`src/hdl/bora_pkg.sv`:
```
// Package for the banked operand-read arbiter: sizes, field layout and lane types.
// It has no dependencies. Every module of the block imports it.
package bora_pkg;

  // Request geometry.
  localparam int REQ_ROWS       = 4;
  localparam int OPS_PER_ROW    = 3;
  localparam int SLOT_COUNT     = REQ_ROWS * OPS_PER_ROW;
  localparam int SLOT_W         = $clog2(SLOT_COUNT);

  // Banks that are searched, and the fixed bank field of a request.
  localparam int BANK_COUNT     = 4;
  localparam int BANK_W         = 2;
  localparam int MAX_BANKS      = 4;

  // Address width used, and the fixed lane width of the packed address words.
  localparam int ADDR_WIDTH     = 8;
  localparam int ADDR_FIELD_W   = 8;
  localparam int SLOTS_PER_WORD = 6;

  // Fixed port widths.
  localparam int MAX_SLOTS      = 12;
  localparam int SLOT_FIELD_W   = 4;
  localparam int ADDR_WORD_W    = SLOTS_PER_WORD * ADDR_FIELD_W;

  // What one bank lane found in the current word.
  typedef struct packed {
    logic              grant;
    logic [SLOT_W-1:0] slot;
  } lane_grant_t;

endpackage

```
`src/hdl/bora_lane.sv`:
```
// One bank lane: round-robin search over all request slots and the bank's pointer.
// Depends on bora_pkg.
module bora_lane
  import bora_pkg::*;
(
  input  logic                  clk,
  input  logic                  rst,
  input  logic [BANK_W-1:0]     bank_id,
  input  logic [SLOT_COUNT-1:0] request_valid,
  input  logic [BANK_W-1:0]     slot_bank [SLOT_COUNT],
  input  logic                  advance,
  output lane_grant_t           grant_info
);

  logic [SLOT_W-1:0]     last_slot;
  logic [SLOT_COUNT-1:0] req;
  logic [SLOT_COUNT-1:0] req_upper;

  // Requests aimed at this bank, and those that lie after the pointer.
  always_comb begin
    for (int s = 0; s < SLOT_COUNT; s++) begin
      req[s]       = request_valid[s] && (slot_bank[s] == bank_id);
      req_upper[s] = req[s] && (SLOT_W'(s) > last_slot);
    end
  end

  // Lowest request after the pointer wins; otherwise wrap to the lowest request.
  always_comb begin
    logic              hit_upper;
    logic [SLOT_W-1:0] idx_upper;
    logic [SLOT_W-1:0] idx_all;
    hit_upper = 1'b0;
    idx_upper = '0;
    idx_all   = '0;
    for (int s = SLOT_COUNT - 1; s >= 0; s--) begin
      if (req_upper[s]) begin
        hit_upper = 1'b1;
        idx_upper = SLOT_W'(s);
      end
      if (req[s]) begin
        idx_all = SLOT_W'(s);
      end
    end
    grant_info.grant = |req;
    grant_info.slot  = hit_upper ? idx_upper : idx_all;
  end

  // The pointer moves to the granted slot when the word is taken.
  always_ff @(posedge clk) begin
    if (rst) begin
      last_slot <= '0;
    end else if (advance && grant_info.grant) begin
      last_slot <= grant_info.slot;
    end
  end

endmodule

```
`src/hdl/bora_merge.sv`:
```
// Merging stage: combines the lane grants into the result word and registers it.
// Depends on bora_pkg.
module bora_merge
  import bora_pkg::*;
(
  input  logic                        clk,
  input  logic                        rst,
  input  logic                        accept,
  input  lane_grant_t                 grants    [BANK_COUNT],
  input  logic [ADDR_WIDTH-1:0]       slot_addr [SLOT_COUNT],
  output logic                        in_ready,
  output logic                        out_valid,
  input  logic                        out_ready,
  output logic [MAX_BANKS-1:0]        grant_valid,
  output logic [MAX_BANKS*SLOT_FIELD_W-1:0] grant_slots,
  output logic [MAX_BANKS*ADDR_FIELD_W-1:0] read_addresses,
  output logic [MAX_SLOTS-1:0]        ready_mask
);

  logic [MAX_BANKS-1:0]              grant_valid_next;
  logic [MAX_BANKS*SLOT_FIELD_W-1:0] grant_slots_next;
  logic [MAX_BANKS*ADDR_FIELD_W-1:0] read_addresses_next;
  logic [MAX_SLOTS-1:0]              ready_mask_next;

  // The output register frees up when it is empty or being drained.
  assign in_ready = !out_valid || out_ready;

  // Pack per-bank fields; banks without a grant report zeros.
  always_comb begin
    grant_valid_next    = '0;
    grant_slots_next    = '0;
    read_addresses_next = '0;
    ready_mask_next     = '0;
    for (int b = 0; b < BANK_COUNT; b++) begin
      if (grants[b].grant) begin
        grant_valid_next[b] = 1'b1;
        grant_slots_next[b*SLOT_FIELD_W +: SLOT_FIELD_W] = SLOT_FIELD_W'(grants[b].slot);
        read_addresses_next[b*ADDR_FIELD_W +: ADDR_FIELD_W] =
          ADDR_FIELD_W'(slot_addr[grants[b].slot]);
        ready_mask_next[grants[b].slot] = 1'b1;
      end
    end
  end

  // Result word valid flag.
  always_ff @(posedge clk) begin
    if (rst) begin
      out_valid <= 1'b0;
    end else if (accept) begin
      out_valid <= 1'b1;
    end else if (out_ready) begin
      out_valid <= 1'b0;
    end
  end

  // Result word payload.
  always_ff @(posedge clk) begin
    if (accept) begin
      grant_valid    <= grant_valid_next;
      grant_slots    <= grant_slots_next;
      read_addresses <= read_addresses_next;
      ready_mask     <= ready_mask_next;
    end
  end

endmodule

```
`src/hdl/banked_operand_read_arbiter_top.sv`:
```
// Top level of the banked operand-read arbiter: slot unpacking, bank lanes, merge.
// Depends on bora_pkg, bora_lane and bora_merge.
//
//   channel | handshake           | word
//   --------+---------------------+----------------------------------------------------
//   input   | in_valid / in_ready | request_valid, request_banks, addresses_low/high
//   output  | out_valid/out_ready | grant_valid, grant_slots, read_addresses, ready_mask
//
// A word is taken each cycle in_ready is high; its result shows in the next cycle.
// The round-robin search of all slots for every bank is combinational logic in each lane.
// Reset clears the bank pointers to slot 0 and empties the output register.
// While a result waits, a new word is still taken if out_ready drains the register.
module banked_operand_read_arbiter_top
  import bora_pkg::*;
(
  input  logic                              clk,
  input  logic                              rst,
  input  logic                              in_valid,
  output logic                              in_ready,
  input  logic [MAX_SLOTS-1:0]              request_valid,
  input  logic [MAX_SLOTS*BANK_W-1:0]       request_banks,
  input  logic [ADDR_WORD_W-1:0]            addresses_low,
  input  logic [ADDR_WORD_W-1:0]            addresses_high,
  output logic                              out_valid,
  input  logic                              out_ready,
  output logic [MAX_BANKS-1:0]              grant_valid,
  output logic [MAX_BANKS*SLOT_FIELD_W-1:0] grant_slots,
  output logic [MAX_BANKS*ADDR_FIELD_W-1:0] read_addresses,
  output logic [MAX_SLOTS-1:0]              ready_mask
);

  logic                  accept;
  logic [BANK_W-1:0]     slot_bank [SLOT_COUNT];
  logic [ADDR_WIDTH-1:0] slot_addr [SLOT_COUNT];
  lane_grant_t           grants    [BANK_COUNT];

  assign accept = in_valid && in_ready;

  // Unpack the bank and address of every slot.
  for (genvar s = 0; s < SLOT_COUNT; s++) begin : g_slot
    assign slot_bank[s] = request_banks[s*BANK_W +: BANK_W];
    if (s < SLOTS_PER_WORD) begin : g_low
      assign slot_addr[s] = addresses_low[s*ADDR_FIELD_W +: ADDR_WIDTH];
    end else begin : g_high
      assign slot_addr[s] = addresses_high[(s-SLOTS_PER_WORD)*ADDR_FIELD_W +: ADDR_WIDTH];
    end
  end

  // One search lane per bank.
  for (genvar b = 0; b < BANK_COUNT; b++) begin : g_lane
    bora_lane u_lane (
      .clk           (clk),
      .rst           (rst),
      .bank_id       (BANK_W'(b)),
      .request_valid (request_valid[SLOT_COUNT-1:0]),
      .slot_bank     (slot_bank),
      .advance       (accept),
      .grant_info    (grants[b])
    );
  end

  // Combine the lane grants into the registered result word.
  bora_merge u_merge (
    .clk            (clk),
    .rst            (rst),
    .accept         (accept),
    .grants         (grants),
    .slot_addr      (slot_addr),
    .in_ready       (in_ready),
    .out_valid      (out_valid),
    .out_ready      (out_ready),
    .grant_valid    (grant_valid),
    .grant_slots    (grant_slots),
    .read_addresses (read_addresses),
    .ready_mask     (ready_mask)
  );

endmodule

```
`config.mk`:
```
export PLATFORM = sky130hd
export DESIGN_NAME = banked_operand_read_arbiter_top
export DESIGN_NICKNAME = d
export VERILOG_FILES = /design/src/hdl/bora_pkg.sv /design/src/hdl/bora_lane.sv /design/src/hdl/bora_merge.sv /design/src/hdl/banked_operand_read_arbiter_top.sv
export SDC_FILE = /design/constraint.sdc
export NUM_CORES = 1
export LEC_CHECK = 0
export BUFFER_PORTS_ARGS = -buffer_cell sky130_fd_sc_hd__buf_2
export CELL_PAD_IN_SITES_DETAIL_PLACEMENT = 1
export CELL_PAD_IN_SITES_GLOBAL_PLACEMENT = 1
export CORE_UTILIZATION = 42
export DETAILED_ROUTE_END_ITERATION = 8
export GPL_ROUTABILITY_DRIVEN = 0
export PLACE_DENSITY = 0.84
export SLEW_MARGIN = 15
export SYNTH_ARGS = -nofsm -noshare
export SYNTH_HDL_FRONTEND = slang
export SYNTH_SLANG_ARGS = --single-unit
```
`constraint.sdc`:
```
create_clock -name clk -period 3.6 [get_ports clk]
set_clock_uncertainty 0.15 [all_clocks]
set_input_delay 0.54 -clock clk [delete_from_list [all_inputs] [get_ports clk]]
set_output_delay 0.54 -clock clk [all_outputs]
set_load 0.03 [all_outputs]
```
After elaboration in Yosys (flattened, before gate mapping) --
Cells that the tools add are included.
Word-level totals: flip-flop bits (word level) 81, input bits 136, output and inout bits 66, logic and storage cells 420
Operators by class: $lt $le $gt $ge 60, equality and inequality tests 36, muxes and demuxes 178, bitwise logic cells 7, reductions and logical operators 124
Operator list (number):
- 4-bit two-way mux | 100
- 8-bit binary-select mux with 4-bit select | 4
- 1-bit logical AND | 105
- 3-bit by 4-bit greater-than comparator with 1-bit output (first input constant) | 16
- 4-bit greater-than comparator (first input constant) | 16
- 8-bit two-way mux | 8
- 1-bit two-way mux | 58
- 2-bit equality test (second input constant) | 24
- 12-bit two-way mux | 4
- 12-bit OR reduction | 4
- 12-bit bitwise OR | 3
- 1-bit by 4-bit greater-than comparator with 1-bit output (first input constant) | 8
- 2-bit by 4-bit greater-than comparator with 1-bit output (first input constant) | 8
- 2-bit by 1-bit equality test with 1-bit output (second input constant) | 12
- 2-bit zero test | 12
- 5-bit >= comparator (second input constant) | 4
- 4-bit by 5-bit less-than comparator with 1-bit output (second input constant) | 4
- 4-bit inverter with 5-bit output | 4
- 1-bit demux with 4-bit select | 4
- 4-bit by 1-bit >= comparator with 1-bit output (second input constant) | 4
- 2-bit nonzero test | 1
- 1-bit zero test | 1
- 1-bit logical OR | 1

Longest topological paths before layout --
Gate-level depths: netlist of run 1.
depth after elaboration 27, depth in mapped cells 15

Hierarchy --
A second synthesis of run 1 with hierarchy kept.
Unflattened totals: cells, all modules 1063, area total of the unflattened synthesis 9880.7 sq um
By module, submodules not included:
- bora_merge | instances 1, cells an instance 532, area an instance 5953.2 sq um, sequential area each 1941.9 sq um
- bora_lane | instances 4, cells an instance 132, area an instance 978.4 sq um, sequential area each 80.1 sq um
- banked_operand_read_arbiter_top | instances 1, cells an instance 3, area an instance 13.8 sq um, sequential area each 0.0 sq um

Worst setup path before layout of run 1 --
OpenSTA, ideal clock, no wires.
path kind in2reg, start point input request_banks[21], end point register u_merge.read_addresses[4], data pin, setup time 0.272 ns, data arrival time 2.643 ns, required time 3.178 ns, path slack 0.536 ns, stages on the path 10, cells stage by stage or3b_1 > a211oi_1 > nor3_1 > o31a_1 > o2111ai_1 > and2_4 > buf_6 > mux2i_1 > a221oi_1 > or4_1
On the way: word-level cells in the longest chain between the ends 19, elaborated cells on any way between the ends 42, classes of those cells mux (37); bitwise (1); reduce/logical (4)
RTL lines:
- start: declaration | line banked_operand_read_arbiter_top.sv:21 | input logic [MAX_SLOTS*BANK_W-1:0] request_banks,
- 2-bit zero test (*) | line bora_lane.sv:22 | req[s] = request_valid[s] && (slot_bank[s] == bank_id);
- 1-bit logical AND (*) | line bora_lane.sv:22
- 1-bit logical AND | line bora_lane.sv:23 | req_upper[s] = req[s] && (SLOT_W'(s) > last_slot);
- 4-bit two-way mux or 1-bit two-way mux (tied branches) (11 in series) | line bora_lane.sv:36 | if (req_upper[s]) begin
- 4-bit two-way mux | line bora_lane.sv:45 | grant_info.slot = hit_upper ? idx_upper : idx_all;
- 4-bit inverter with 5-bit output (not written as such) | line bora_merge.sv:39 | ADDR_FIELD_W'(slot_addr[grants[b].slot]);
- 8-bit binary-select mux with 4-bit select | line bora_merge.sv:39
- 8-bit two-way mux (not written as such) (2 in series) | line bora_merge.sv:39
- end signal: assignment | line bora_merge.sv:61 | read_addresses <= read_addresses_next;
- end: declaration | line bora_merge.sv:16 | output logic [MAX_BANKS*ADDR_FIELD_W-1:0] read_addresses,
Every way passes the cells marked *; elsewhere a longest branch is shown, timed or not. The select of a mux whose other input is x is not followed. A chain may end at the register's enable or synchronous reset.

Worst setup path in the final report of run 1 --
start point register g_lane[1].u_lane.last_slot[2], end point register u_merge.read_addresses[14], data pin
On the way: word-level cells in the longest chain between the ends 19, elaborated cells on any way between the ends 53, classes of those cells order compare (12); mux (28); bitwise (1); reduce/logical (12)
RTL lines:
- start: declaration | line bora_lane.sv:15 | logic [SLOT_W-1:0] last_slot;
- start signal: assignment | line bora_lane.sv:53 | last_slot <= grant_info.slot;
- 4-bit greater-than comparator | line bora_lane.sv:23
- 1-bit logical AND | line bora_lane.sv:23
- 4-bit two-way mux or 1-bit two-way mux (tied branches) (12 in series) | line bora_lane.sv:36
- 4-bit two-way mux (*) | line bora_lane.sv:45
- 4-bit inverter with 5-bit output (not written as such) (*) | line bora_merge.sv:39
- 8-bit binary-select mux with 4-bit select (*) | line bora_merge.sv:39
- 8-bit two-way mux (not written as such) (*) (2 in series) | line bora_merge.sv:39
Marked as above.

==> impl_metrics.yaml, run 1 <==
outcome:
  outcome: "finished clean"
logic_synthesis:
  avgSynthCellArea_um2: 8.76
  yosys_warnings: 0
  synth-edff-count: 64
  synth_top_family_by_area: "multiplexers"
  synthAdderAreaFrac_pct: 0
  synth_compound_area_share_pct: 23.3
  synth-simple-area-share_pct: 19.5
  ys.flop_type: "edfxtp_1"
  synthArstFlopShare_pct: 0
  synth.distinct_cells: 84
  synthMuxAreaShare_pct: 25.9
  synth_area_mm2: 0.00864
  yosys.area_share.xor_xnor_pct: 0
  synth_seq_cells: 81
  syn_nets: 1122
  synth_cells: 986
  ys_seq_area_share_pct: 26.2
worst_setup_path:
  worst-path-buf-inv: 3
  end_kind: "flop"
  worstPathMaxFanout: 28
  required_ns: 3.55
  crit_type: "flop to flop"
  crit_path_start_kind: "flop"
  cp.arrival_ns: 3.35
  crit_chain: "inv_1 > o21bai_1 > or3b_1 > a32o_1 > nor2_4 > buf_12 > inv_2 > mux2i_1 > a2111oi_0 > nor2_1"
  cpLargestDelayFamily: "compound AO/OA/AOI/OAI gates"
  cp-startpoint: "g_lane[1].u_lane.last_slot[2]"
  slowest_delay_ns: 0.65
  r2r-start: "g_lane[1].u_lane.last_slot[2]"
  cp_slowest_cell: "a2111oi_0"
clock_tree:
  ctsHtreeMaxLevel: 3
  cts_tree: "done"
  clockRootBuffer: "clkbuf_16"
  clk_pin_slew_ns: 0.07
  clock_latency_ns: 0.36
  clk_path_buf_depth: 2
  cts_sinks: 81
  ctsHoldBuffers: 0
  cts_buffers: 9
final_layout:
  finalInstanceArea_mm2: 0.0106
  nets: 1349
  final_common_cell: "mux2i_1"
  area_delta_synth_final_pct: 23.0
  final_cell_mix: "mux2i_1 (215), buf_2 (201), nor2_1 (79)"
  fillCellCount: 2516
  antennaDiodeCount: 0
  drive_gt1_share_pct: 27.3
route:
  firstDrtPassIters: 6
  vias_per_cell: 6.72
  drt_iter0_drc: 1030
  vias: 10000
  drc_errors: 0
  wl_per_cell_um: 24.9
  drtAntennaViolNets: 0
  drt_wl_total_mm: 37.1
timing:
  worstMarginPinSlew_ns: 0.640
  hold_ws_ns: 0.278
  tns_ns: 0
  max_slew_margin_pct: 56.2
  grt_setup_unrepaired: "false"
  hold_viol: 0
  slew_viol_final: 0
  fmax_ghz: 0.294
  min_period_over_period_pct: 94.4
  setup_violations: 0
  period_needed_ns: 3.40
pwr:
  power_uw: 5600
  irDropWorstVdd_v: 0.000301
  powerDensity_mw_per_mm2: 527
  p_leak_uw: 0.00489
min_path:
  worstHoldStart: "in_valid"
  hold_path.class: "primary input to flop"
place:
  port_buffers: 201
  place_area_mm2: 0.0103
  dp_hpwl_mm: 27.9
global_route:
  grt_start_max_net_pins: 53
  overflow: 0
  grt_usage_pct: 34.4
  grt_pass1_vias: 10200
  grt_pass1_wl_mm: 56.9
  antenna_found_initial: 0
die:
  die_w_um: 145
  core_area_mm2: 0.0202
  io_pins: 202
  rows: 52
  die_h_um: 145
  start_util_pct: 42.8
  die_area_mm2: 0.0212
run:
  cap_viol_max_count: 0
cell type report:
type	count	area, um^2	area share [%]
sequential	81	2260	21.3
inverter	25	98.8	0.930
clock inverter	7	77.6	0.730
timing repair buffer	277	1680	15.8
tap	270	338	3.18
multi-input combinational	819	5950	56.0
clock buffer	9	225	2.12
path summary, 6_finish.rpt:
path | depth (start not counted) | end | slack (ns)
max | 10 | u_merge.read_addresses[14] | 0.20
min | 3 | u_merge.out_valid | 0.28
max reg2reg | 10 | u_merge.read_addresses[14] | 0.20
min reg2reg | 2 | u_merge.out_valid | 0.38
synth_stat cells, types with 4 or more instances:
library cell    n  share of area [%]
nor3_1         18                1.0
a221o_1        10                1.2
inv_2           4               0.17
a211o_1        24                2.4
a22oi_1         9               0.78
a21oi_1        47                2.7
a31oi_1         4               0.29
nand4_1         7               0.51
o22ai_1        47                3.4
nand2_1        66                2.9
nor2_1         80                3.5
edfxtp_1       64                 22
o32ai_1         8               0.81
nor2b_1         7               0.51
and2_1          5               0.36
o21a_1          6               0.52
clkbuf_1       20               0.87
o22a_1          5               0.51
or3b_1          5               0.51
nand3b_1       24                2.1
mux2i_1       215                 25
o2111ai_1       6               0.61
nor3b_1        10               0.87
nand3_1        23                1.3
o221ai_1        6               0.61
and3_1         11               0.80
a21boi_0        5               0.43
inv_1          20               0.87
buf_4          11               0.96
o21ai_0        41                2.4
and3b_1        11                1.1
a32oi_1         5               0.51
buf_6           4               0.52
mux2_2          8                1.0
a21o_1          4               0.35
a211oi_1       12                1.0
nand2b_1       10               0.72
or2_2           4               0.29
dfxtp_1        17                3.9
nor4_1          6               0.43
buf_2          22                1.3
a2111oi_0       7               0.71
registers in the layout, indices dropped and copies added, names as in the netlist:
name,cells
u_merge.ready_mask,12
u_merge.grant_valid,4
u_merge.read_addresses,32
u_merge.out_valid,1
u_merge.grant_slots,16
g_lane.u_lane.last_slot,16
routing by layer:
| metal | global-route usage, % | part of all wire, % | up-vias | wire length (um) |
|---|---|---|---|---|
| li1 | - | - | 4306 | - |
| met1 | 43.2 | 40 | 4920 | 14800 |
| met2 | 55.5 | 46 | 602 | 17100 |
| met3 | 6.87 | 8.9 | 176 | 3290 |
| met4 | 19.1 | 5.0 | 0 | 1870 |
| met5 | 0 | 0 | - | 0 |
timing repair:
item                                    CTS  global route
resized for setup                         0             2
endpoints found under the setup margin    0            10
buffers inserted                          0             0
report_power, final:
part | total [uW] | switching (uW) | leakage, uW | internal, uW
registers | 1360 | 96.4 | 0.000768 | 1270
clock network | 975 | 431 | 0.000142 | 544
logic | 3260 | 2000 | 0.00398 | 1260
total | 5600 | 2530 | 0.00489 | 3070
per-stage QoR:
step                std cells  setup WS [ns]  util, %
detailed placement       1472         0.0318     51.2
floorplan                 986          0.536        -
CTS                      1488         0.0936     52.7
global route             1488        0.00759     52.7
global placement         1472          0.141     51.2
finish                   1488          0.202     52.7
cell families (layout without fill, tap and decap cells):
kind of cell           Yosys count  in the layout
buffers and inverters           86            318
AOI/OAI and AO/OA              284            284
DFF                             81             81
and+or+nand+nor                312            312
muxes                          223            223
worst min-delay path, cell delays in order:
cell and delay [ns]:
buf_2 0.11, inv_1 0.04, a21oi_1 0.05
Note: power is estimated with default switching activity, not from simulation.
==> inputs of run 2 (changes only) <==
--- a/config.mk
+++ b/config.mk
@@ -8,11 +8,12 @@
 export BUFFER_PORTS_ARGS = -buffer_cell sky130_fd_sc_hd__buf_2
 export CELL_PAD_IN_SITES_DETAIL_PLACEMENT = 1
 export CELL_PAD_IN_SITES_GLOBAL_PLACEMENT = 1
-export CORE_UTILIZATION = 42
+export CORE_UTILIZATION = 43
 export DETAILED_ROUTE_END_ITERATION = 8
 export GPL_ROUTABILITY_DRIVEN = 0
-export PLACE_DENSITY = 0.84
+export PLACE_DENSITY = 0.83
 export SLEW_MARGIN = 15
 export SYNTH_ARGS = -nofsm -noshare
 export SYNTH_HDL_FRONTEND = slang
+export SYNTH_HIERARCHICAL = 1
 export SYNTH_SLANG_ARGS = --single-unit
==> impl_metrics.yaml, run 2 <==
timing:
  setup_violations: 0
  grt_setup_unrepaired: "false"
  worstMarginPinSlew_ns: 1.06
  min_period_over_period_pct: 96.8
  fin_ws_ns: 0.117
  max_slew_margin_pct: 28.7
  fmax_ghz: 0.287
  period_needed_ns: 3.48
  slew_viol_final: 0
  hold_viol: 0
  hold_ws_ns: 0.361
min_path:
  hold_depth: 3
  hold_path.class: "primary input to flop"
  worstHoldStart: "out_ready"
  holdPathEnd: "u_merge/out_valid"
global_route:
  grt_pass1_wl_mm: 61.7
  grt_pass1_vias: 11000
  grt_start_max_net_pins: 52
  antenna_found_initial: 0
  overflow: 0
  grt_usage_pct: 33.7
logic_synthesis:
  ys.flop_type: "edfxtp_1"
  synthMuxAreaShare_pct: 18.5
  synthAdderAreaFrac_pct: 0
  synth_area_mm2: 0.00988
  synth_cells: 1063
  synthTopCellsByCount: "xnor2_1 (88), nand2_1 (87), mux2_2 (66), edfxtp_1 (64), nor2_1 (51)"
  synth_top_family_by_area: "simple AND/OR/NAND/NOR gates"
  synth_top_area_cell: "edfxtp_1"
  yosys_warnings: 6
  synthArstFlopShare_pct: 0
  avgSynthCellArea_um2: 9.30
  synth-edff-count: 64
  synth_compound_area_share_pct: 21.2
  synth-simple-area-share_pct: 22.3
  ys_seq_area_share_pct: 22.9
  yosys.area_share.xor_xnor_pct: 9.12
  yosysMostFrequentCell: "xnor2_1"
  synth_area_leaders: "edfxtp_1 (19%), xnor2_1 (7.8%), mux4_2 (7.7%)"
  netlist.area_leader.share_pct: 19.5
  synth_seq_cells: 81
  synth.distinct_cells: 72
route:
  vias_per_cell: 6.51
  drt_iter0_drc: 892
  wl_per_cell_um: 24.7
  drtAntennaViolNets: 0
  vias: 10600
  firstDrtPassIters: 5
  drt_wl_total_mm: 40.2
  drc_errors: 0
worst_setup_path:
  worstReg2RegEnd: "u_merge/read_addresses[8]"
  worstRegToRegCells: 10
  worstPathMaxFanout: 16
  cp.arrival_ns: 3.43
  r2r-start: "g_lane[1].u_lane/last_slot[1]"
  reg2reg_slack_ns: 0.12
  crit_path_start_kind: "flop"
  end_kind: "flop"
  crit_type: "flop to flop"
  required_ns: 3.55
clock_tree:
  ctsHoldBuffers: 0
  cts_buffers: 9
  clk_path_buf_depth: 2
  clk_pin_slew_ns: 0.07
  clockRootBuffer: "clkbuf_16"
  cts_sinks: 81
  cts_tree: "done"
  clock_latency_ns: 0.35
  cts_resized: 0
  ctsHtreeMaxLevel: 3
  cts_setup_buffers: 0
final_layout:
  nets: 1470
  drive_gt1_share_pct: 37.4
  finalInstanceArea_mm2: 0.0120
  final_cell_mix: "buf_2 (201), buf_4 (101), xnor2_1 (88)"
  fin_cells: 1625
  largest_reg_flops: 32
  area_delta_synth_final_pct: 21.9
  top_register: "u_merge/read_addresses"
  final_common_cell: "buf_2"
  top_regs: "u_merge/read_addresses x32, g_lane.u_lane/last_slot x16, u_merge/grant_slots x16"
die:
  start_util_pct: 43.8
  rows: 55
  core_area_mm2: 0.0226
  die_area_mm2: 0.0236
  io_pins: 202
  die_w_um: 154
  die_h_um: 154
place:
  port_buffers: 201
  place_area_mm2: 0.0118
  dp_hpwl_mm: 29.9
  place_ws_ns: -0.207
  placed_cells: 1608
pwr:
  p_leak_uw: 0.00473
  powerDensity_mw_per_mm2: 607
  irDropWorstVdd_v: 0.000311
outcome:
  outcome: "finished clean"
run:
  cap_viol_max_count: 0
[run 2: cell count changes after synthesis, moves of 16 or more]
cell      previous run  this run
nand2_1             66        87
o31ai_1              2        35
buf_6                4        20
mux2i_1            215        32
o22ai_1             47        23
nor2b_1              7        41
a211oi_1            12        38
mux2_2               8        66
nor2_1              80        51
mux4_2               0        34
a211o_1             24         0
xnor2_1              0        88
a21oi_1             47        31
[run 2: stage by stage]
step | setup TNS [ns] | utilization (%) | power (uW)
after floorplan | 0 | - | 4690
after global placement | -0.724 | 52.1 | 6060
after detailed placement | -2.59 | 52.1 | 6230
after CTS | 0 | 53.3 | 7180
after global routing | 0 | 53.3 | 7560
final | 0 | 53.3 | 7310
[run 2: worst max path at each step]
| stage | startpoint | to | slack [ns] | cells after the start |
|---|---|---|---|---|
| finish | g_lane[1].u_lane/last_slot[1] | u_merge/read_addresses[8] | 0.12 | 10 |
| global route | g_lane[1].u_lane/last_slot[1] | u_merge/read_addresses[9] | 0.01 | 10 |
| CTS | request_banks[22] | u_merge/read_addresses[1] | 0.15 | 13 |
| detailed placement | request_banks[22] | u_merge/read_addresses[6] | -0.21 | 13 |
| global placement | request_banks[22] | u_merge/read_addresses[1] | -0.12 | 13 |
| floorplan | request_banks[23] | u_merge/read_addresses[3] | 0.28 | 12 |
[run 2: power by group]
group | internal [uW] | switching, uW
clock network | 470 | 435
registers | 1360 | 157
logic | 2050 | 2840
total | 3880 | 3430
[run 2: critical path, cell delays in order (launching register included)]
cell       delay [ns]
dfxtp_1          0.48
nor3_1           0.22
a41oi_1          0.13
a21oi_1          0.26
or2_2            0.19
and4bb_2         0.24
o2bb2ai_2        0.16
nand2_1          0.15
nor2_1           0.85
a22o_1           0.29
o31ai_1          0.09
[run 2: layout make-up]
class / instances / area (um^2)
Clock buffer: 10 / 229
Tap cell: 285 / 357
Multi-Input combinational cell: 915 / 7140
Antenna cell: 1 / 2.50
Clock inverter: 6 / 42.5
Inverter: 16 / 60.1
Timing Repair Buffer: 311 / 1940
Sequential cell: 81 / 2260
Fill cell: 2673 / 10500
[run 2: logic make-up after synthesis]
kind of cell	after synthesis
flops	81
simple gates	380
other cells	2
xor+xnor	96
mux	132
buf+inv	89
compound gates	283
[run 2: metal layers]
metal | routed length, um | vias to the layer above | track usage (%) | part of all wire [%]
met3 | 3480 | 159 | 5.86 | 8.7
met2 | 19100 | 674 | 56.9 | 47
met1 | 15700 | 5101 | 41.0 | 39
li1 | - | 4642 | - | -
met5 | 0 | - | 0 | 0
met4 | 1900 | 0 | 17.6 | 4.7
